### src/rtl/ofvr_pkg.sv
package ofvr_pkg;

    // Configurable widths
    localparam int STAMP_BITS = 48;
    localparam int ANGLE_BITS = 16;

    // Item field widths
    localparam int STATUS_BITS   = 8;
    localparam int BYTE_BITS     = 8;
    localparam int COUNT_BITS    = 16;
    localparam int HEADING_BITS  = 16;
    localparam int STAMP_IN_BITS = 48;
    localparam int VEL_BITS      = 18;

    // Register widths
    localparam int SCALE_BITS  = 32;
    localparam int OFFSET_BITS = 16;
    localparam int LIMIT_BITS  = 17;
    localparam logic [LIMIT_BITS-1:0] LIMIT_RESET = LIMIT_BITS'(100000);

    // APB
    localparam int PADDR_BITS   = 4;
    localparam int PDATA_BITS   = 32;
    localparam int REG_IDX_BITS = PADDR_BITS - 2;

    // Sample qualification
    localparam int                   MOTION_BIT   = 7;
    localparam logic [BYTE_BITS-1:0] QUALITY_MIN  = 8'h19;
    localparam logic [BYTE_BITS-1:0] SHUTTER_FAKE = 8'h1F;

    // Scaling divider
    localparam int MAG_BITS     = COUNT_BITS + SCALE_BITS;
    localparam int QUO_BITS     = 31;
    localparam int SC_BITS      = QUO_BITS + 1;
    localparam int QUO_CNT_BITS = $clog2(QUO_BITS);

    // CORDIC
    localparam int CORD_BITS     = 32;
    localparam int CORD_STEPS    = 30;
    localparam int CORD_CNT_BITS = $clog2(CORD_STEPS);
    localparam logic signed [CORD_BITS-1:0] CORD_GAIN = 32'sd652032874;

    // Serial rotation multiply
    localparam int TERM_BITS    = SC_BITS + 2;
    localparam int HI_BITS      = SC_BITS + 3;
    localparam int LO_BITS      = CORD_BITS;
    localparam int ROUND_SHIFT  = 30;
    localparam int VAL_BITS     = HI_BITS + LO_BITS - ROUND_SHIFT;
    localparam int MUL_CNT_BITS = $clog2(CORD_BITS);
    localparam logic [LO_BITS:0] ROUND_HALF = (LO_BITS + 1)'(1) << (ROUND_SHIFT - 1);

    typedef enum logic [REG_IDX_BITS-1:0] {
        REG_SCALE  = 2'd0,
        REG_OFFSET = 2'd1,
        REG_LIMIT  = 2'd2
    } ofvr_reg_t;

    typedef struct packed {
        logic [SCALE_BITS-1:0]  scale;
        logic [OFFSET_BITS-1:0] offset;
        logic [LIMIT_BITS-1:0]  limit;
    } ofvr_cfg_t;

    typedef enum logic [2:0] {
        ST_IDLE,
        ST_LOAD,
        ST_SOLVE,
        ST_TURN,
        ST_ROTATE,
        ST_EMIT
    } ofvr_state_t;

    // arctan(2^-i) as a fraction of a full turn, 32-bit
    function automatic logic [CORD_BITS-1:0] ofvr_atan(input logic [CORD_CNT_BITS-1:0] idx);
        logic [CORD_BITS-1:0] v;
        case (idx)
            5'd0:    v = 32'h20000000;
            5'd1:    v = 32'h12E4051E;
            5'd2:    v = 32'h09FB385B;
            5'd3:    v = 32'h051111D4;
            5'd4:    v = 32'h028B0D43;
            5'd5:    v = 32'h0145D7E1;
            5'd6:    v = 32'h00A2F61E;
            5'd7:    v = 32'h00517C55;
            5'd8:    v = 32'h0028BE53;
            5'd9:    v = 32'h00145F2F;
            5'd10:   v = 32'h000A2F98;
            5'd11:   v = 32'h000517CC;
            5'd12:   v = 32'h00028BE6;
            5'd13:   v = 32'h000145F3;
            5'd14:   v = 32'h0000A2F9;
            5'd15:   v = 32'h0000517C;
            5'd16:   v = 32'h000028BE;
            5'd17:   v = 32'h0000145F;
            5'd18:   v = 32'h00000A2F;
            5'd19:   v = 32'h00000517;
            5'd20:   v = 32'h0000028B;
            5'd21:   v = 32'h00000145;
            5'd22:   v = 32'h000000A2;
            5'd23:   v = 32'h00000051;
            5'd24:   v = 32'h00000028;
            5'd25:   v = 32'h00000014;
            5'd26:   v = 32'h0000000A;
            5'd27:   v = 32'h00000005;
            5'd28:   v = 32'h00000002;
            5'd29:   v = 32'h00000001;
            default: v = '0;
        endcase
        return v;
    endfunction

endpackage

### src/rtl/ofvr_cfg.sv
module ofvr_cfg import ofvr_pkg::*; (
    input  logic                  clk,
    input  logic                  rst_n,
    input  logic                  psel,
    input  logic                  penable,
    input  logic                  pwrite,
    input  logic [PADDR_BITS-1:0] paddr,
    input  logic [PDATA_BITS-1:0] pwdata,
    output logic [PDATA_BITS-1:0] prdata,
    output logic                  pready,
    output ofvr_cfg_t             cfg
);

    logic [SCALE_BITS-1:0]  scale_reg;
    logic [OFFSET_BITS-1:0] offset_reg;
    logic [LIMIT_BITS-1:0]  limit_reg;
    ofvr_reg_t              idx;
    logic                   wr_en;

    assign pready = 1'b1;
    assign idx    = ofvr_reg_t'(paddr[PADDR_BITS-1:2]);
    assign wr_en  = psel && penable && pwrite;

    always_ff @(posedge clk or negedge rst_n)
    begin
        if (!rst_n)
        begin
            scale_reg  <= '0;
            offset_reg <= '0;
            limit_reg  <= LIMIT_RESET;
        end
        else if (wr_en)
        begin
            case (idx)
                REG_SCALE:  scale_reg  <= pwdata[SCALE_BITS-1:0];
                REG_OFFSET: offset_reg <= pwdata[OFFSET_BITS-1:0];
                REG_LIMIT:  limit_reg  <= pwdata[LIMIT_BITS-1:0];
                default:    ;
            endcase
        end
    end

    always_comb
    begin
        case (idx)
            REG_SCALE:  prdata = PDATA_BITS'(scale_reg);
            REG_OFFSET: prdata = PDATA_BITS'(offset_reg);
            REG_LIMIT:  prdata = PDATA_BITS'(limit_reg);
            default:    prdata = '0;
        endcase
    end

    assign cfg.scale  = scale_reg;
    assign cfg.offset = offset_reg;
    assign cfg.limit  = limit_reg;

endmodule

### config.mk
export PLATFORM = sky130hd
export DESIGN_NAME = ofvr_cfg
export DESIGN_NICKNAME = d
export VERILOG_FILES = /design/src/rtl/ofvr_pkg.sv /design/src/rtl/ofvr_cfg.sv
export SDC_FILE = /design/constraint.sdc
export NUM_CORES = 1
export LEC_CHECK = 0
export ABC_AREA = 1
export BUFFER_PORTS_ARGS = -buffer_cell sky130_fd_sc_hd__buf_2
export CAP_MARGIN = 10
export CORE_ASPECT_RATIO = 0.7
export CORE_UTILIZATION = 47
export CTS_CLUSTER_DIAMETER = 80
export DETAILED_ROUTE_END_ITERATION = 16
export MAX_ROUTING_LAYER = met4
export PLACE_DENSITY = 0.89
export SLEW_MARGIN = 20
export SYNTH_ARGS = -nofsm -noshare
export SYNTH_HDL_FRONTEND = slang
export SYNTH_SLANG_ARGS = --single-unit
### constraint.sdc
create_clock -name clk -period 1.5 [get_ports clk]
set_clock_uncertainty 0.1 [all_clocks]
set_input_delay 0.3 -clock clk [delete_from_list [all_inputs] [get_ports clk]]
set_output_delay 0.3 -clock clk [all_outputs]
set_load 0.01 [all_outputs]
==> results.yml <==
placement:
  dpl.hpwl_um: 6050
  place_congestion: 0.817
  io_buffers: 135
  pre_cts_slack_ps: -1.64
  place_inst: 600
global_route:
  grt_first_pass_wirelength_um: 13500
  grt_pass1_vias: 2769
  grt_max_degree: 66
  grt_use_total: 0.273
  grt_antenna_before_repair: 0
  grt-ovfl-total: 0
critical_path:
  worstPathMaxFanout: 3
  critPathArrivalTime_ps: 1130
  critical_path_class: "flop to primary output"
  startpoint_type: "flop"
  endpoint_kind: "primary output"
  r2r_cells: 3
  required_ps: 1100
floorplanning:
  core-area_sq_um: 5930
  ios: 139
  initial_core_util: 0.506
  dieHeight_um: 68.9
  std_cell_rows: 23
  dieArea_sq_um: 6710
  die_x_um: 97.5
outcome:
  outcome: "complete, but fails checks"
  violations: "setup timing"
pwr:
  power.ir.vdd_worst_uv: 775
  p_leak_nw: 2.55
  cellPowerDensity_nw_per_um2: 1350
min_path:
  hold_path_class: "input port to flop"
  hold_depth: 3
cells_and_area:
  fillCellCount: 485
  layout.cells.non_filler: 625
  syn_to_final_growth_pct: 39.9
  largest_reg_flops: 32
  drive_above_1_share: 0.367
  diodes: 0
  layout_commonest_cell: "nand2_1"
  layout_common_cells: "nand2_1 (245), buf_2 (131), dfrtp_1 (59)"
  fin_nets: 586
timing:
  slew_viol_final: 0
  fin_ws_ps: -29.4
  finalSetupViolations: 9
  fin_crit_sh: 1.02
  finalWorstPathRequiredPeriod_ps: 1530
  max_freq_mhz: 654
  rsz0062_at_grt: "yes"
  hold_viol: 0
clocking:
  cts_buffers: 9
  root_buffer: "clkbuf_8"
  clkTransAtPathRegs_ps: 80
  cts_tree: "yes"
  clock_latency_ps: 340
  cts_sinks: 65
  h-tree-depth: 3
  clk_path_buf_depth: 2
detailed_routing:
  drc: 0
  top_layer: "met4"
  postRouteAntennaNets: 0
  wl_met3_um: 608
  dr_wl_met2_um: 4300
  met1_length_um: 3600
  vias: 3034
  routed_wire_length_per_instance_um: 13.7
  vias_per_cell: 4.85
  drtPass1Iterations: 5
  drtIter0Drc: 153
  drt-total-wl_um: 8560
yosys:
  synth_area_per_cell_sq_um: 7.68
  ys_top_cells_by_area: "dfrtp_1 (49%), nand2_1 (31%), dfstp_2 (5.3%)"
  synth_cell_type_count: 16
  yosysTopAreaCell: "dfrtp_1"
  syn_inst: 391
  ys_ff_latch: 65
  yosysTopAreaCellShare: 0.492
  synth_nets: 432
  yosysSeqAreaShare: 0.544
  ys.warnings.count: 0
  syn_area_sq_um: 3000
run:
  drv_cap: 0
[metal layers]
layer,vias up,global-route usage
li1,1473,-
met1,1427,0.331
met2,125,0.465
met3,9,0.0857
met4,0,0.0478
met5,-,-
[logic make-up (layout without fill, tap and decap cells)]
| family | Yosys count | count (layout) | synth area share |
|---|---|---|---|
| buffers and inverters | 35 | 194 | 0.0638 |
| and+or+nand+nor | 290 | 290 | 0.391 |
| other | 1 | 1 | 0.00125 |
| DFF | 65 | 65 | 0.544 |
[layout make-up]
cell class | instances | area [sq um] | share of cell area
clock buffers | 9 | 124 | 0.0295
inverters | 20 | 85.1 | 0.0203
flip-flops and latches | 65 | 1630 | 0.389
clock inverters | 7 | 119 | 0.0283
multi-input cells | 291 | 1210 | 0.289
repair buffers | 158 | 930 | 0.221
well taps | 75 | 93.8 | 0.0223
[worst max-delay path, cell delays in order, from the launching register on]
cell	delay, ps
dfstp_2	560
nand2_1	50
nand3_1	60
buf_2	120
[power by group]
group / leakage, nW / switching, mW / internal [mW]
Clock: 0.115 / 0.684 / 1.10
Sequential: 0.812 / 0.304 / 2.14
Combinational: 1.62 / 0.806 / 0.623
[path summary, 6_finish.rpt]
path,from,to,slack (ps)
worst max-delay path,limit_reg[7],prdata[7],-30
worst min-delay path,pwdata[21],scale_reg[21],50
worst max register to register,scale_reg[20],scale_reg[20],650
worst min register to register,limit_reg[16],limit_reg[16],370
max in group asynchronous,rst_n,limit_reg[15],580
min in group asynchronous,rst_n,scale_reg[4],400
[per-stage QoR]
stage          cell area [sq um]   util  hold slack, ps  power [mW]  TNS, ps
3_5_place_dp                3780  0.638             233        3.81    -1.64
3_3_place_gp                3780  0.638             238        3.74        0
5_1_grt                     4200  0.708            32.0        5.99     -855
2_1_floorplan               3000      -           -95.6        3.09        0
6_report                    4200  0.708            51.5        5.66    -87.9
4_1_cts                     4040  0.682            38.2        5.60     -222
[timing repair]
| item | in CTS | in global routing |
|---|---|---|
| pin swaps | 6 | 3 |
| hold endpoints to repair | 59 | 0 |
| cloned | 0 | 1 |
| hold buffers | 1 | 0 |
| setup buffers | 0 | 7 |
| setup endpoints to repair | 8 | 23 |
| resized for setup | 1 | 20 |
[synthesized netlist by cell type]
cell     count
nand2_1    247
dfrtp_1     59
nand3_1     16
inv_1       15
nor2_1      15
buf_4        9
dfstp_2      6
inv_2        5
buf_2        3
buf_6        3
nand2_2      3
nand2_4      3
nor2_4       3
nor2_2       2
conb_1       1
nand3_2      1
Power figures use the tool's default switching activity.
