[config.mk]
export PLATFORM = sky130hd
export DESIGN_NAME = ofvr_div
export DESIGN_NICKNAME = d
export VERILOG_FILES = /design/src/rtl/ofvr_pkg.sv /design/src/rtl/ofvr_div.sv
export SDC_FILE = /design/constraint.sdc
export NUM_CORES = 2
export LEC_CHECK = 0
export BUFFER_PORTS_ARGS = -buffer_cell sky130_fd_sc_hd__buf_2
export CAP_MARGIN = 20
export CORE_MARGIN = 2
export CORE_UTILIZATION = 40
export CTS_BUF_LIST = sky130_fd_sc_hd__clkbuf_4
export DETAILED_ROUTE_END_ITERATION = 10
export PLACE_DENSITY = 0.68
export SLEW_MARGIN = 20
export SYNTH_ARGS = -nofsm -noshare
export SYNTH_HDL_FRONTEND = slang
export SYNTH_SLANG_ARGS = --single-unit
[constraint.sdc]
create_clock -name clk -period 9.3 [get_ports clk]
set_input_delay 2.79 -clock clk [delete_from_list [all_inputs] [get_ports clk]]
set_output_delay 2.79 -clock clk [all_outputs]
set_load 0.01 [all_outputs]
[src/rtl/ofvr_pkg.sv]
package ofvr_pkg;

    // Configurable widths
    localparam int STAMP_BITS = 48;
    localparam int ANGLE_BITS = 16;

    // Item field widths
    localparam int STATUS_BITS   = 8;
    localparam int BYTE_BITS     = 8;
    localparam int COUNT_BITS    = 16;
    localparam int HEADING_BITS  = 16;
    localparam int STAMP_IN_BITS = 48;
    localparam int VEL_BITS      = 18;

    // Register widths
    localparam int SCALE_BITS  = 32;
    localparam int OFFSET_BITS = 16;
    localparam int LIMIT_BITS  = 17;
    localparam logic [LIMIT_BITS-1:0] LIMIT_RESET = LIMIT_BITS'(100000);

    // APB
    localparam int PADDR_BITS   = 4;
    localparam int PDATA_BITS   = 32;
    localparam int REG_IDX_BITS = PADDR_BITS - 2;

    // Sample qualification
    localparam int                   MOTION_BIT   = 7;
    localparam logic [BYTE_BITS-1:0] QUALITY_MIN  = 8'h19;
    localparam logic [BYTE_BITS-1:0] SHUTTER_FAKE = 8'h1F;

    // Scaling divider
    localparam int MAG_BITS     = COUNT_BITS + SCALE_BITS;
    localparam int QUO_BITS     = 31;
    localparam int SC_BITS      = QUO_BITS + 1;
    localparam int QUO_CNT_BITS = $clog2(QUO_BITS);

    // CORDIC
    localparam int CORD_BITS     = 32;
    localparam int CORD_STEPS    = 30;
    localparam int CORD_CNT_BITS = $clog2(CORD_STEPS);
    localparam logic signed [CORD_BITS-1:0] CORD_GAIN = 32'sd652032874;

    // Serial rotation multiply
    localparam int TERM_BITS    = SC_BITS + 2;
    localparam int HI_BITS      = SC_BITS + 3;
    localparam int LO_BITS      = CORD_BITS;
    localparam int ROUND_SHIFT  = 30;
    localparam int VAL_BITS     = HI_BITS + LO_BITS - ROUND_SHIFT;
    localparam int MUL_CNT_BITS = $clog2(CORD_BITS);
    localparam logic [LO_BITS:0] ROUND_HALF = (LO_BITS + 1)'(1) << (ROUND_SHIFT - 1);

    typedef enum logic [REG_IDX_BITS-1:0] {
        REG_SCALE  = 2'd0,
        REG_OFFSET = 2'd1,
        REG_LIMIT  = 2'd2
    } ofvr_reg_t;

    typedef struct packed {
        logic [SCALE_BITS-1:0]  scale;
        logic [OFFSET_BITS-1:0] offset;
        logic [LIMIT_BITS-1:0]  limit;
    } ofvr_cfg_t;

    typedef enum logic [2:0] {
        ST_IDLE,
        ST_LOAD,
        ST_SOLVE,
        ST_TURN,
        ST_ROTATE,
        ST_EMIT
    } ofvr_state_t;

    // arctan(2^-i) as a fraction of a full turn, 32-bit
    function automatic logic [CORD_BITS-1:0] ofvr_atan(input logic [CORD_CNT_BITS-1:0] idx);
        logic [CORD_BITS-1:0] v;
        case (idx)
            5'd0:    v = 32'h20000000;
            5'd1:    v = 32'h12E4051E;
            5'd2:    v = 32'h09FB385B;
            5'd3:    v = 32'h051111D4;
            5'd4:    v = 32'h028B0D43;
            5'd5:    v = 32'h0145D7E1;
            5'd6:    v = 32'h00A2F61E;
            5'd7:    v = 32'h00517C55;
            5'd8:    v = 32'h0028BE53;
            5'd9:    v = 32'h00145F2F;
            5'd10:   v = 32'h000A2F98;
            5'd11:   v = 32'h000517CC;
            5'd12:   v = 32'h00028BE6;
            5'd13:   v = 32'h000145F3;
            5'd14:   v = 32'h0000A2F9;
            5'd15:   v = 32'h0000517C;
            5'd16:   v = 32'h000028BE;
            5'd17:   v = 32'h0000145F;
            5'd18:   v = 32'h00000A2F;
            5'd19:   v = 32'h00000517;
            5'd20:   v = 32'h0000028B;
            5'd21:   v = 32'h00000145;
            5'd22:   v = 32'h000000A2;
            5'd23:   v = 32'h00000051;
            5'd24:   v = 32'h00000028;
            5'd25:   v = 32'h00000014;
            5'd26:   v = 32'h0000000A;
            5'd27:   v = 32'h00000005;
            5'd28:   v = 32'h00000002;
            5'd29:   v = 32'h00000001;
            default: v = '0;
        endcase
        return v;
    endfunction

endpackage

[src/rtl/ofvr_div.sv]
module ofvr_div import ofvr_pkg::*; (
    input  logic                       clk,
    input  logic                       rst_n,
    input  logic                       start,
    input  logic signed [COUNT_BITS-1:0] count,
    input  logic [SCALE_BITS-1:0]      scale,
    input  logic [STAMP_BITS-1:0]      dt,
    output logic                       busy,
    output logic signed [SC_BITS-1:0]  scaled
);

    logic                     busy_reg;
    logic                     first_reg;
    logic [QUO_CNT_BITS-1:0]  cnt_reg;
    logic [MAG_BITS-1:0]      mag_reg;
    logic [MAG_BITS-1:0]      mag_next;
    logic                     neg_reg;
    logic                     sat_reg;
    logic [STAMP_BITS-1:0]    rem_reg;
    logic [STAMP_BITS-1:0]    rem_next;
    logic [QUO_BITS-1:0]      quo_reg;
    logic [COUNT_BITS-1:0]    abs_count;
    logic [STAMP_BITS:0]      trial;
    logic [STAMP_BITS:0]      diff;
    logic                     ge;
    logic [STAMP_BITS-1:0]    mag_hi;
    logic [QUO_BITS-1:0]      mag_q;
    logic                     last;

    assign abs_count = count[COUNT_BITS-1] ? COUNT_BITS'(-count) : COUNT_BITS'(count);
    assign mag_next  = MAG_BITS'(abs_count) * MAG_BITS'(scale);

    // Quotient overflows 31 bits exactly when the upper dividend bits reach dt
    assign mag_hi = STAMP_BITS'(mag_reg[MAG_BITS-1:QUO_BITS]);

    // one restoring step per cycle, dividend bits enter from the shift register
    assign trial    = {rem_reg, mag_reg[QUO_BITS-1]};
    assign ge       = trial >= {1'b0, dt};
    assign diff     = trial - {1'b0, dt};
    assign rem_next = ge ? diff[STAMP_BITS-1:0] : trial[STAMP_BITS-1:0];
    assign last     = cnt_reg == QUO_CNT_BITS'(QUO_BITS - 1);

    always_ff @(posedge clk or negedge rst_n)
    begin
        if (!rst_n)
        begin
            busy_reg  <= 1'b0;
            first_reg <= 1'b0;
            cnt_reg   <= '0;
        end
        else if (start)
        begin
            busy_reg  <= 1'b1;
            first_reg <= 1'b1;
        end
        else if (busy_reg)
        begin
            if (first_reg)
            begin
                first_reg <= 1'b0;
                cnt_reg   <= '0;
            end
            else
            begin
                cnt_reg <= cnt_reg + 1'b1;
                if (last)
                begin
                    busy_reg <= 1'b0;
                end
            end
        end
    end

    always_ff @(posedge clk)
    begin
        if (start)
        begin
            mag_reg <= mag_next;
            neg_reg <= count[COUNT_BITS-1];
        end
        else if (busy_reg)
        begin
            if (first_reg)
            begin
                sat_reg <= mag_hi >= dt;
                rem_reg <= mag_hi;
            end
            else
            begin
                rem_reg <= rem_next;
                quo_reg <= {quo_reg[QUO_BITS-2:0], ge};
                mag_reg <= {mag_reg[MAG_BITS-2:0], 1'b0};
            end
        end
    end

    assign mag_q  = sat_reg ? {QUO_BITS{1'b1}} : quo_reg;
    assign scaled = neg_reg ? -$signed({1'b0, mag_q}) : $signed({1'b0, mag_q});
    assign busy   = busy_reg;

endmodule

==> metrics list <==
* Result of the run: finished, violations left
- Violations in the final reports: setup timing
* Number of DRC violations after detailed routing: 0
- Area Overhead vs Synth: 17.1%
- In this run the critical register-to-register path is launched from rem_reg[27].
- All-layer global routing usage: 20.2%
* Max-slew violation count: 0
- Arrival time at the worst endpoint: 10.35 ns
- Number of cell instances on the worst register-to-register path: 11
- The worst register-to-register path has a setup slack of 5.05 ns.
- Crit Path Category: primary input to flip-flop
* Syn Inst Count: 2,985
- First-pass iteration count of the detailed router: 5
- Nets in the synthesized netlist: 3,692
- Max-cap violations: 0
- For the worst setup path, the data required time is 9.63 ns.
* Kind of end point of the critical path: flip-flop
* Post-synthesis instance area: 0.0263 mm2
- Number of hold violations in the final report: 0
* Number of antenna violations at the first check in global routing: 2
- Clock latency on the worst-skew pair, taken at its later pin, is 0.62 ns.
- For met3 alone, demand over resource in global routing was 3.14%.
- The die is 260 um wide.
* Final worst hold slack: 0.506 ns
- Entering global routing, the biggest net connects 61 pins.
- Clock tree from TritonCTS: done
* Final clock skew: 0.0267 ns
- The worst hold path belongs to the class flip-flop to flip-flop.
- The final layout contains routed wiring with a total length of 66.6 mm.
- For this run, the register share of the synthesized area comes to 15.4%.
- Hpwl dp: 54.6 mm
* Nets@finish: 3,948
- Fmax: 0.0997 GHz
* Met2 layer usage reported by global route: 33.1%
* Cell Rows: 94
- Dividing the detail-routed wire length by the instance count gives 16.2 um.
- Once detail routing completed, the nets flagged for antenna violations numbered 0.
* Setup ws final: -0.727 ns
- Sinks on the clock net: 136
- Buffers inserted to repair hold after CTS numbered 0.
- After detailed routing, the number of vias per cell comes to 5.07.
- For this configuration, the core starts out at a cell density of 40.2%.
* Gp weighted congestion: 0.913
- The first global-routing pass estimated 110 mm of wire.
- At the pin with the least slew margin, the transition time is 0.805 ns.
- Setup violations remaining at the end of the flow were counted as 27.
- The die covers 0.0678 mm2.
- The endpoint identified for the worst register-to-register timing path is rem_reg[12].
- Slowest library cell on the worst path: fa_1
- Counting stages on the worst path, the most repeated cell is fa_1.
- Highest-utilization routing layer at the global route stage: met2
- Cells with a size suffix above 1 make up 19.5% of the layout.
* Number of enable flip-flop cells after synthesis: 129
- Number of global-route vias before repair: 21,600
- Setup repair after global routing could not meet its margin everywhere.
- The largest single stage delay on the critical path is 0.56 ns.
- Clock tree synthesis selected as its root buffer the cell clkbuf_4.
- For this block, the initial DRC count from the detailed router was 1,121.
- Synthesis instantiated 74 different standard cells from the library.
- In this run the deepest clock path goes through 2 buffers.
* Grt ovf: 0
- Of all nets on the critical path, the largest fanout is 4.
- Syn_area_per_cell: 8.81 um2
* Min Clock Period, post-route: 10.03 ns
- Yosys printed 0 warnings.
* Count of input and output buffers: 131
* Number of buffers created by CTS: 17
* Dominant synthesized flop cell: edfxtp_1
- For this run, asynchronously set or reset flops after synthesis account for 5.15%.
- For this block, the via count after detailed routing is 20,900.
- In this run the tightest slew margin relative to its limit is 46.4%.
- In this run, synthesis produced a sequential element count of 136.
- 132 I/O pins were placed.
- After clock tree synthesis, the clock-pin slew on the worst setup and hold paths is 0.13 ns.
* Element type at the critical path start: primary input
- In the finished design, the share of the clock period the worst path needs comes to 108%.
- The H-tree generated during clock tree synthesis spans 4 levels.
- The core region is 0.0654 mm2.
* Met1 usage: 28.2%
- Fill cells in the final layout number 6,238.
* Die height: 260 um
* Critical path endpoint: mag_reg[47]
- CP Launch Point: count[4]
worst max-delay path: cells and delay by family:
| kind | cells | cell delay (ns) |
|---|---|---|
| xor gates and xnor gates | 2 | 0.35 |
| adders and majority gates | 7 | 3.38 |
| AOI/OAI and AO/OA | 6 | 1.38 |
| and+or+nand+nor | 7 | 1.90 |
| buffers and inverters | 7 | 0.55 |
cell usage in the layout (no fill, tap or decap), types with 44 or more instances in the layout:
cell type,n
a21oi_1,104
buf_4,221
xnor2_1,47
nor2_1,111
ha_1,170
edfxtp_1,129
a21o_1,54
nand2_1,453
mux2_2,44
xor2_1,53
buf_2,130
and2_1,153
fa_1,414
inv_1,553
o21ai_0,65
metal layers:
metal	up-vias	share of wire, %
li1	9979	-
met1	10300	46
met2	499	46
met3	84	5.6
met4	0	1.7
met5	-	0
cell usage after synthesis (16+ instances only):
cell      instances  area [um2]
a21o_1           56         420
a21oi_1         124         621
and2_1          165        1030
clkbuf_1        138         518
edfxtp_1        129        3870
fa_1            419        8390
ha_1            189        2360
inv_1           570        2140
mux2_2           51         574
mux2i_1          26         260
nand2_1         465        1750
nand3_1          24         120
nand4_1          27         169
nor2_1          114         428
nor2b_1          19         119
o21a_1           19         143
o21ai_0          81         405
or3_1            16         100
xnor2_1          62         543
xor2_1           53         464
how the worst min path moves through the flow:
stage / from / end / slack, ns / cells past startpoint
floorplan: quo_reg[29] / quo_reg[30] / 0.44 / 0
global placement: quo_reg[0] / quo_reg[1] / 0.47 / 0
detailed placement: quo_reg[0] / quo_reg[1] / 0.47 / 0
CTS: quo_reg[0] / quo_reg[1] / 0.50 / 0
global route: quo_reg[0] / quo_reg[1] / 0.53 / 0
finish: quo_reg[0] / quo_reg[1] / 0.51 / 0
cell families after synthesis:
group,count (synthesis),synth area share [%]
AND/OR/NAND/NOR,912,16.2
buffers and inverters,721,10.4
adder cells (fa/ha/maj),608,40.9
AO/OA/AOI/OAI,416,10.1
flip-flops,136,15.4
XOR/XNOR,115,3.83
multiplexers,77,3.17
cell type report:
cell class / count / area [um2] / share of cell area, %
inverter: 571 / 2140 / 6.96
clock buffer: 17 / 128 / 0.414
tap: 864 / 1080 / 3.51
antenna: 2 / 5.00 / 0.0162
timing repair buffer: 386 / 2730 / 8.88
sequential: 136 / 4050 / 13.1
clock inverter: 15 / 151 / 0.492
multi-input combinational: 2129 / 20500 / 66.6
stage by stage:
step | std cells | util, % | setup TNS (ns) | worst slack [ns] | cell area [um2]
floorplan | 2985 | - | -22.49 | -1.17 | 26500
global placement | 4059 | 45.0 | -36.46 | -1.52 | 29500
detailed placement | 4060 | 45.1 | -39.60 | -1.62 | 29500
CTS | 4108 | 46.5 | -12.53 | -0.676 | 30400
global route | 4120 | 47.1 | -19.01 | -0.878 | 30800
finish | 4120 | 47.1 | -14.29 | -0.727 | 30800
what timing repair did:
item / in CTS / in global routing
pin swaps: 43 / 53
gates resized for setup: 104 / 85
gates cloned: 2 / 0
setup buffers: 14 / 11
endpoints found under the setup margin: 28 / 31
Power is not shown: default switching activity piles up to over one toggle a cycle in this logic, so the estimate is an artifact.
