==> src/rtl/ofvr_pkg.sv <==
package ofvr_pkg;

    // Configurable widths
    localparam int STAMP_BITS = 48;
    localparam int ANGLE_BITS = 16;

    // Item field widths
    localparam int STATUS_BITS   = 8;
    localparam int BYTE_BITS     = 8;
    localparam int COUNT_BITS    = 16;
    localparam int HEADING_BITS  = 16;
    localparam int STAMP_IN_BITS = 48;
    localparam int VEL_BITS      = 18;

    // Register widths
    localparam int SCALE_BITS  = 32;
    localparam int OFFSET_BITS = 16;
    localparam int LIMIT_BITS  = 17;
    localparam logic [LIMIT_BITS-1:0] LIMIT_RESET = LIMIT_BITS'(100000);

    // APB
    localparam int PADDR_BITS   = 4;
    localparam int PDATA_BITS   = 32;
    localparam int REG_IDX_BITS = PADDR_BITS - 2;

    // Sample qualification
    localparam int                   MOTION_BIT   = 7;
    localparam logic [BYTE_BITS-1:0] QUALITY_MIN  = 8'h19;
    localparam logic [BYTE_BITS-1:0] SHUTTER_FAKE = 8'h1F;

    // Scaling divider
    localparam int MAG_BITS     = COUNT_BITS + SCALE_BITS;
    localparam int QUO_BITS     = 31;
    localparam int SC_BITS      = QUO_BITS + 1;
    localparam int QUO_CNT_BITS = $clog2(QUO_BITS);

    // CORDIC
    localparam int CORD_BITS     = 32;
    localparam int CORD_STEPS    = 30;
    localparam int CORD_CNT_BITS = $clog2(CORD_STEPS);
    localparam logic signed [CORD_BITS-1:0] CORD_GAIN = 32'sd652032874;

    // Serial rotation multiply
    localparam int TERM_BITS    = SC_BITS + 2;
    localparam int HI_BITS      = SC_BITS + 3;
    localparam int LO_BITS      = CORD_BITS;
    localparam int ROUND_SHIFT  = 30;
    localparam int VAL_BITS     = HI_BITS + LO_BITS - ROUND_SHIFT;
    localparam int MUL_CNT_BITS = $clog2(CORD_BITS);
    localparam logic [LO_BITS:0] ROUND_HALF = (LO_BITS + 1)'(1) << (ROUND_SHIFT - 1);

    typedef enum logic [REG_IDX_BITS-1:0] {
        REG_SCALE  = 2'd0,
        REG_OFFSET = 2'd1,
        REG_LIMIT  = 2'd2
    } ofvr_reg_t;

    typedef struct packed {
        logic [SCALE_BITS-1:0]  scale;
        logic [OFFSET_BITS-1:0] offset;
        logic [LIMIT_BITS-1:0]  limit;
    } ofvr_cfg_t;

    typedef enum logic [2:0] {
        ST_IDLE,
        ST_LOAD,
        ST_SOLVE,
        ST_TURN,
        ST_ROTATE,
        ST_EMIT
    } ofvr_state_t;

    // arctan(2^-i) as a fraction of a full turn, 32-bit
    function automatic logic [CORD_BITS-1:0] ofvr_atan(input logic [CORD_CNT_BITS-1:0] idx);
        logic [CORD_BITS-1:0] v;
        case (idx)
            5'd0:    v = 32'h20000000;
            5'd1:    v = 32'h12E4051E;
            5'd2:    v = 32'h09FB385B;
            5'd3:    v = 32'h051111D4;
            5'd4:    v = 32'h028B0D43;
            5'd5:    v = 32'h0145D7E1;
            5'd6:    v = 32'h00A2F61E;
            5'd7:    v = 32'h00517C55;
            5'd8:    v = 32'h0028BE53;
            5'd9:    v = 32'h00145F2F;
            5'd10:   v = 32'h000A2F98;
            5'd11:   v = 32'h000517CC;
            5'd12:   v = 32'h00028BE6;
            5'd13:   v = 32'h000145F3;
            5'd14:   v = 32'h0000A2F9;
            5'd15:   v = 32'h0000517C;
            5'd16:   v = 32'h000028BE;
            5'd17:   v = 32'h0000145F;
            5'd18:   v = 32'h00000A2F;
            5'd19:   v = 32'h00000517;
            5'd20:   v = 32'h0000028B;
            5'd21:   v = 32'h00000145;
            5'd22:   v = 32'h000000A2;
            5'd23:   v = 32'h00000051;
            5'd24:   v = 32'h00000028;
            5'd25:   v = 32'h00000014;
            5'd26:   v = 32'h0000000A;
            5'd27:   v = 32'h00000005;
            5'd28:   v = 32'h00000002;
            5'd29:   v = 32'h00000001;
            default: v = '0;
        endcase
        return v;
    endfunction

endpackage

==> src/rtl/ofvr_rot.sv <==
module ofvr_rot import ofvr_pkg::*; (
    input  logic                        clk,
    input  logic                        rst_n,
    input  logic                        start,
    input  logic signed [SC_BITS-1:0]   sx,
    input  logic signed [SC_BITS-1:0]   sy,
    input  logic signed [CORD_BITS-1:0] cos_q,
    input  logic signed [CORD_BITS-1:0] sin_q,
    input  logic [LIMIT_BITS-1:0]       limit,
    output logic                        busy,
    output logic signed [VEL_BITS-1:0]  vel_x,
    output logic signed [VEL_BITS-1:0]  vel_y
);

    logic                        busy_reg;
    logic [MUL_CNT_BITS-1:0]     cnt_reg;
    logic signed [SC_BITS-1:0]   ax_reg;
    logic signed [SC_BITS-1:0]   ay_reg;
    logic [CORD_BITS-1:0]        cb_reg;
    logic [CORD_BITS-1:0]        sb_reg;
    logic signed [HI_BITS-1:0]   hx_reg;
    logic signed [HI_BITS-1:0]   hy_reg;
    logic [LO_BITS-1:0]          lx_reg;
    logic [LO_BITS-1:0]          ly_reg;
    logic                        last;
    logic signed [TERM_BITS-1:0] p_cx;
    logic signed [TERM_BITS-1:0] p_sy;
    logic signed [TERM_BITS-1:0] p_sx;
    logic signed [TERM_BITS-1:0] p_cy;
    logic signed [TERM_BITS-1:0] tx_raw;
    logic signed [TERM_BITS-1:0] ty_raw;
    logic signed [TERM_BITS-1:0] tx;
    logic signed [TERM_BITS-1:0] ty;
    logic signed [HI_BITS-1:0]   sum_x;
    logic signed [HI_BITS-1:0]   sum_y;
    logic [LO_BITS:0]            lsum_x;
    logic [LO_BITS:0]            lsum_y;
    logic signed [VAL_BITS-1:0]  val_x;
    logic signed [VAL_BITS-1:0]  val_y;
    logic signed [VAL_BITS-1:0]  lim_s;
    logic signed [VAL_BITS-1:0]  neg_lim;

    function automatic logic [VEL_BITS-1:0] clamp(
        input logic signed [VAL_BITS-1:0] v,
        input logic signed [VAL_BITS-1:0] hi,
        input logic signed [VAL_BITS-1:0] lo
    );
        logic [VEL_BITS-1:0] r;
        if (v > hi)
        begin
            r = hi[VEL_BITS-1:0];
        end
        else if (v < lo)
        begin
            r = lo[VEL_BITS-1:0];
        end
        else
        begin
            r = v[VEL_BITS-1:0];
        end
        return r;
    endfunction

    // LSB-first shift-add; the top bit of cos/sin carries negative weight
    assign last   = cnt_reg == MUL_CNT_BITS'(CORD_BITS - 1);
    assign p_cx   = cb_reg[0] ? TERM_BITS'(ax_reg) : '0;
    assign p_sy   = sb_reg[0] ? TERM_BITS'(ay_reg) : '0;
    assign p_sx   = sb_reg[0] ? TERM_BITS'(ax_reg) : '0;
    assign p_cy   = cb_reg[0] ? TERM_BITS'(ay_reg) : '0;
    assign tx_raw = p_cx - p_sy;
    assign ty_raw = p_sx + p_cy;
    assign tx     = last ? -tx_raw : tx_raw;
    assign ty     = last ? -ty_raw : ty_raw;
    assign sum_x  = hx_reg + HI_BITS'(tx);
    assign sum_y  = hy_reg + HI_BITS'(ty);

    always_ff @(posedge clk or negedge rst_n)
    begin
        if (!rst_n)
        begin
            busy_reg <= 1'b0;
            cnt_reg  <= '0;
        end
        else if (start)
        begin
            busy_reg <= 1'b1;
            cnt_reg  <= '0;
        end
        else if (busy_reg)
        begin
            cnt_reg <= cnt_reg + 1'b1;
            if (last)
            begin
                busy_reg <= 1'b0;
            end
        end
    end

    always_ff @(posedge clk)
    begin
        if (start)
        begin
            ax_reg <= sx;
            ay_reg <= sy;
            cb_reg <= cos_q;
            sb_reg <= sin_q;
            hx_reg <= '0;
            hy_reg <= '0;
        end
        else if (busy_reg)
        begin
            cb_reg <= {1'b0, cb_reg[CORD_BITS-1:1]};
            sb_reg <= {1'b0, sb_reg[CORD_BITS-1:1]};
            hx_reg <= sum_x >>> 1;
            hy_reg <= sum_y >>> 1;
            lx_reg <= {sum_x[0], lx_reg[LO_BITS-1:1]};
            ly_reg <= {sum_y[0], ly_reg[LO_BITS-1:1]};
        end
    end

    // round half up at bit 30: high part scaled up plus carry out of the low word
    assign lsum_x  = {1'b0, lx_reg} + ROUND_HALF;
    assign lsum_y  = {1'b0, ly_reg} + ROUND_HALF;
    assign val_x   = $signed({hx_reg, {(LO_BITS - ROUND_SHIFT){1'b0}}}
                             + VAL_BITS'(lsum_x[LO_BITS:ROUND_SHIFT]));
    assign val_y   = $signed({hy_reg, {(LO_BITS - ROUND_SHIFT){1'b0}}}
                             + VAL_BITS'(lsum_y[LO_BITS:ROUND_SHIFT]));
    assign lim_s   = $signed(VAL_BITS'(limit));
    assign neg_lim = -lim_s;

    assign vel_x = $signed(clamp(val_x, lim_s, neg_lim));
    assign vel_y = $signed(clamp(val_y, lim_s, neg_lim));
    assign busy  = busy_reg;

endmodule

==> config.mk <==
export PLATFORM = sky130hd
export DESIGN_NAME = ofvr_rot
export DESIGN_NICKNAME = d
export VERILOG_FILES = /design/src/rtl/ofvr_pkg.sv /design/src/rtl/ofvr_rot.sv
export SDC_FILE = /design/constraint.sdc
export NUM_CORES = 1
export LEC_CHECK = 0
export BUFFER_PORTS_ARGS = -buffer_cell sky130_fd_sc_hd__buf_2
export CAP_MARGIN = 5
export CORE_MARGIN = 2
export CORE_UTILIZATION = 67
export DETAILED_ROUTE_END_ITERATION = 16
export GPL_TIMING_DRIVEN = 0
export MAX_ROUTING_LAYER = met4
export PLACE_DENSITY = 0.88
export SETUP_SLACK_MARGIN = 0.15
export SLEW_MARGIN = 20
export SYNTH_ARGS = -nofsm -noshare
export SYNTH_HDL_FRONTEND = slang
export SYNTH_SLANG_ARGS = --single-unit
==> constraint.sdc <==
create_clock -name clk -period 21.1 [get_ports clk]
set_input_delay 4.22 -clock clk [delete_from_list [all_inputs] [get_ports clk]]
set_output_delay 4.22 -clock clk [all_outputs]
set_load 0.005 [all_outputs]
==> out/metrics.yaml <==
fin_setup_tns_ns: 0
crit_family: "simple AND/OR/NAND/NOR gates"
synth_area_leaders: "edfxtp_1, ha_1, xnor2_1"
routedWlPerCell_microns: 22.6
maxSlewViolCount: 0
fin_skew_ns: 0.0164
fillerInstances: 2251
worstSetupEndpointType: "primary output"
drv_cap: 0
die_h_microns: 184
drt_iter0_drc: 2366
startpoint_type: "input pin"
path_clk_slew_ns: 0.07
async_flop_share: 0.0288
cts_buffer_depth: 3
cp_slowest_cell: "nor3_1"
synthFlopType: "edfxtp_1"
cts_tree: "yes"
crit_chain: "buf_2 -> inv_1 -> ha_1 -> nand4_1 -> or3_1 -> or3_1 -> or3_1 -> clkbuf_1 -> nor3_1 -> ha_1 -> nand4_1 -> nor3_1 -> a21oi_1 -> nor4_1 -> o31a_1 -> clkbuf_1 -> clkbuf_1 -> o21ai_0 -> a22oi_1 -> buf_2"
clock-sinks: 208
final_util: 0.755
critPathMaxStageDelay_ns: 0.82
synth_fa_ha_area_frac: 0.150
fin_crit_ns: 14.95
yosys.area_share.xor_xnor: 0.104
grt_pass1_vias: 20618
io_pins: 185
syn_area_sq_mm: 0.0216
postCtsSetupBuffers: 0
cts_resized: 0
synth_cells: 2501
slew_headroom: 0.300
clockRootBuffer: "clkbuf_16"
worstPathRequired_ns: 16.88
critPathKind: "input pin to primary output"
synth_compound_area_frac: 0.197
clkLatencyLatePin_ns: 0.56
portBuffers: 183
yosys_warnings: 0
dp_hpwl_microns: 55600
crit_buf_inv: 6
fp-row-count: 65
drcViolationCount: 0
h-tree-depth: 1
fin_area_sq_mm: 0.0239
fmax_mhz: 66.9
synth_top_family_by_area: "compound AO/OA/AOI/OAI gates"
vdd_drop_max_uv: 124
synth-edff-count: 134
dp_slack_ns: 6.40
ys_types: 81
yosys.area.top_type_share: 0.186
netlist_top_cells_count: "ha_1, nand2_1, xnor2_1"
ys_ff_latch: 208
grt_usage: 0.425
fin_crit_sh: 0.708
avgSynthCellArea_sq_um: 8.64
area_growth_pct: 10.6
yosysMostFrequentCell: "ha_1"
place_congestion: 1.03
grt-ovfl-total: 0
synthMuxAreaShare: 0.0676
numCtsBuffers: 25
grt_pass1_wl_microns: 110000
postRouteAntennaNets: 0
drive_above_1_share: 0.120
start_util: 0.683
routed_wl_microns: 70800
fp.dieW_microns: 184
finalHoldViolations: 0
worstPathArrival_ns: 10.73
setup_violations: 0
first_pass_iters: 6
synth-simple-area-share: 0.194
reg2reg_slack_ns: 12.77
fp.dieArea_sq_mm: 0.0337
num_vias: 21365
rsz0062_at_grt: "no"
syn-num-nets: 2905
grt_max_degree: 66
hp-class: "flip-flop to flip-flop"
hold_buffers: 0
powerDensity_mw_per_mm2: 113
yosys.area.top_type: "edfxtp_1"
antenna_found_initial: 0
power_leakage_nw: 10.8
nets: 3116
coreArea_sq_mm: 0.0316
status: "complete, no violations"
seq_area_frac_synth: 0.256
crit_fanout: 10
worst_pin_slew_ns: 1.04
viasPerCell: 6.82
place_area_sq_mm: 0.0231
setup_slack_ns: 6.15
## area by class of cell
type                            instances  area, sq um  area share
Multi-Input combinational cell       2113        15400       0.644
Sequential cell                       208         5540       0.232
Timing Repair Buffer                  184          946      0.0396
Clock buffer                           30          644      0.0270
Tap cell                              402          503      0.0211
Buffer                                 93          353      0.0148
Inverter                               87          329      0.0138
Clock inverter                         16          190     0.00796
Antenna cell                            1         2.50    0.000105
## routing by layer
layer / track usage / part of all wire
met4: 0.252 / 0.070
met2: 0.687 / 0.46
met5: - / 0
met1: 0.505 / 0.38
met3: 0.0628 / 0.087
## worst reg2reg max path: cells and delay by family (launching register included)
family	cells	cell delay [ns]
flops	1	0.37
xor+xnor	2	0.36
buf+inv	2	0.97
compound gates	12	2.89
fa+ha+maj	2	0.60
simple gates	7	3.05
## worst paths after layout
path | from | end | cells past startpoint
max | limit[1] | vel_y[5] | 20
min | lx_reg[30]$_DFFE_PP_ | lx_reg[29]$_DFFE_PP_ | 0
max reg2reg | cb_reg[0]$_DFFE_PP_ | hy_reg[33]$_SDFFE_PP0P_ | 25
min reg2reg | lx_reg[30]$_DFFE_PP_ | lx_reg[29]$_DFFE_PP_ | 0
max in group asynchronous | rst_n | cnt_reg[2]$_DFFE_PN0P_ | 1
min in group asynchronous | rst_n | busy$_DFF_PN0_ | 1
## cells by family after synthesis
logic type               Yosys count
XOR/XNOR                         257
AND/OR/NAND/NOR                  818
flip-flops                       208
buffers and inverters            180
multiplexers                     137
AO/OA/AOI/OAI                    645
adder cells (fa/ha/maj)          256
## layout by cell type, fill, tap and decap left out, types with 9 or more instances in the layout
master	n
a31oi_1	25
a21o_1	89
or3_1	17
nand2_1	196
clkbuf_1	87
mux2i_1	65
mux2_2	72
o31ai_1	28
or2_2	11
nor4_1	11
dfxtp_1	68
o211ai_1	10
o41ai_1	12
a21oi_1	151
o311ai_0	9
o21a_1	32
o21ai_0	139
nand4_1	55
a211oi_1	17
xor2_1	79
buf_2	185
ha_1	252
edfxtp_1	134
and3_1	26
and4_1	16
nor2_1	175
nor3_1	50
nand3_1	51
nor2b_1	25
inv_1	86
xnor2_1	178
nand2b_1	26
o21bai_1	31
clkbuf_16	25
and2_1	124
or4_1	12
## power breakdown
part           internal, mW  switching, mW
Clock                 0.258          0.185
Sequential            0.522          0.120
Combinational         0.669          0.944
Total                  1.45           1.25
## per-stage QoR
step | std cells | hold WS (ns) | power [mW]
2_1_floorplan | 2501 | 0.446 | 1.75
3_3_place_gp | 3086 | 0.461 | 2.10
3_5_place_dp | 3087 | 0.477 | 2.18
4_1_cts | 3133 | 0.494 | 2.64
5_1_grt | 3133 | 0.508 | 2.86
6_report | 3134 | 0.486 | 2.70
Power figures use the tool's default switching activity.
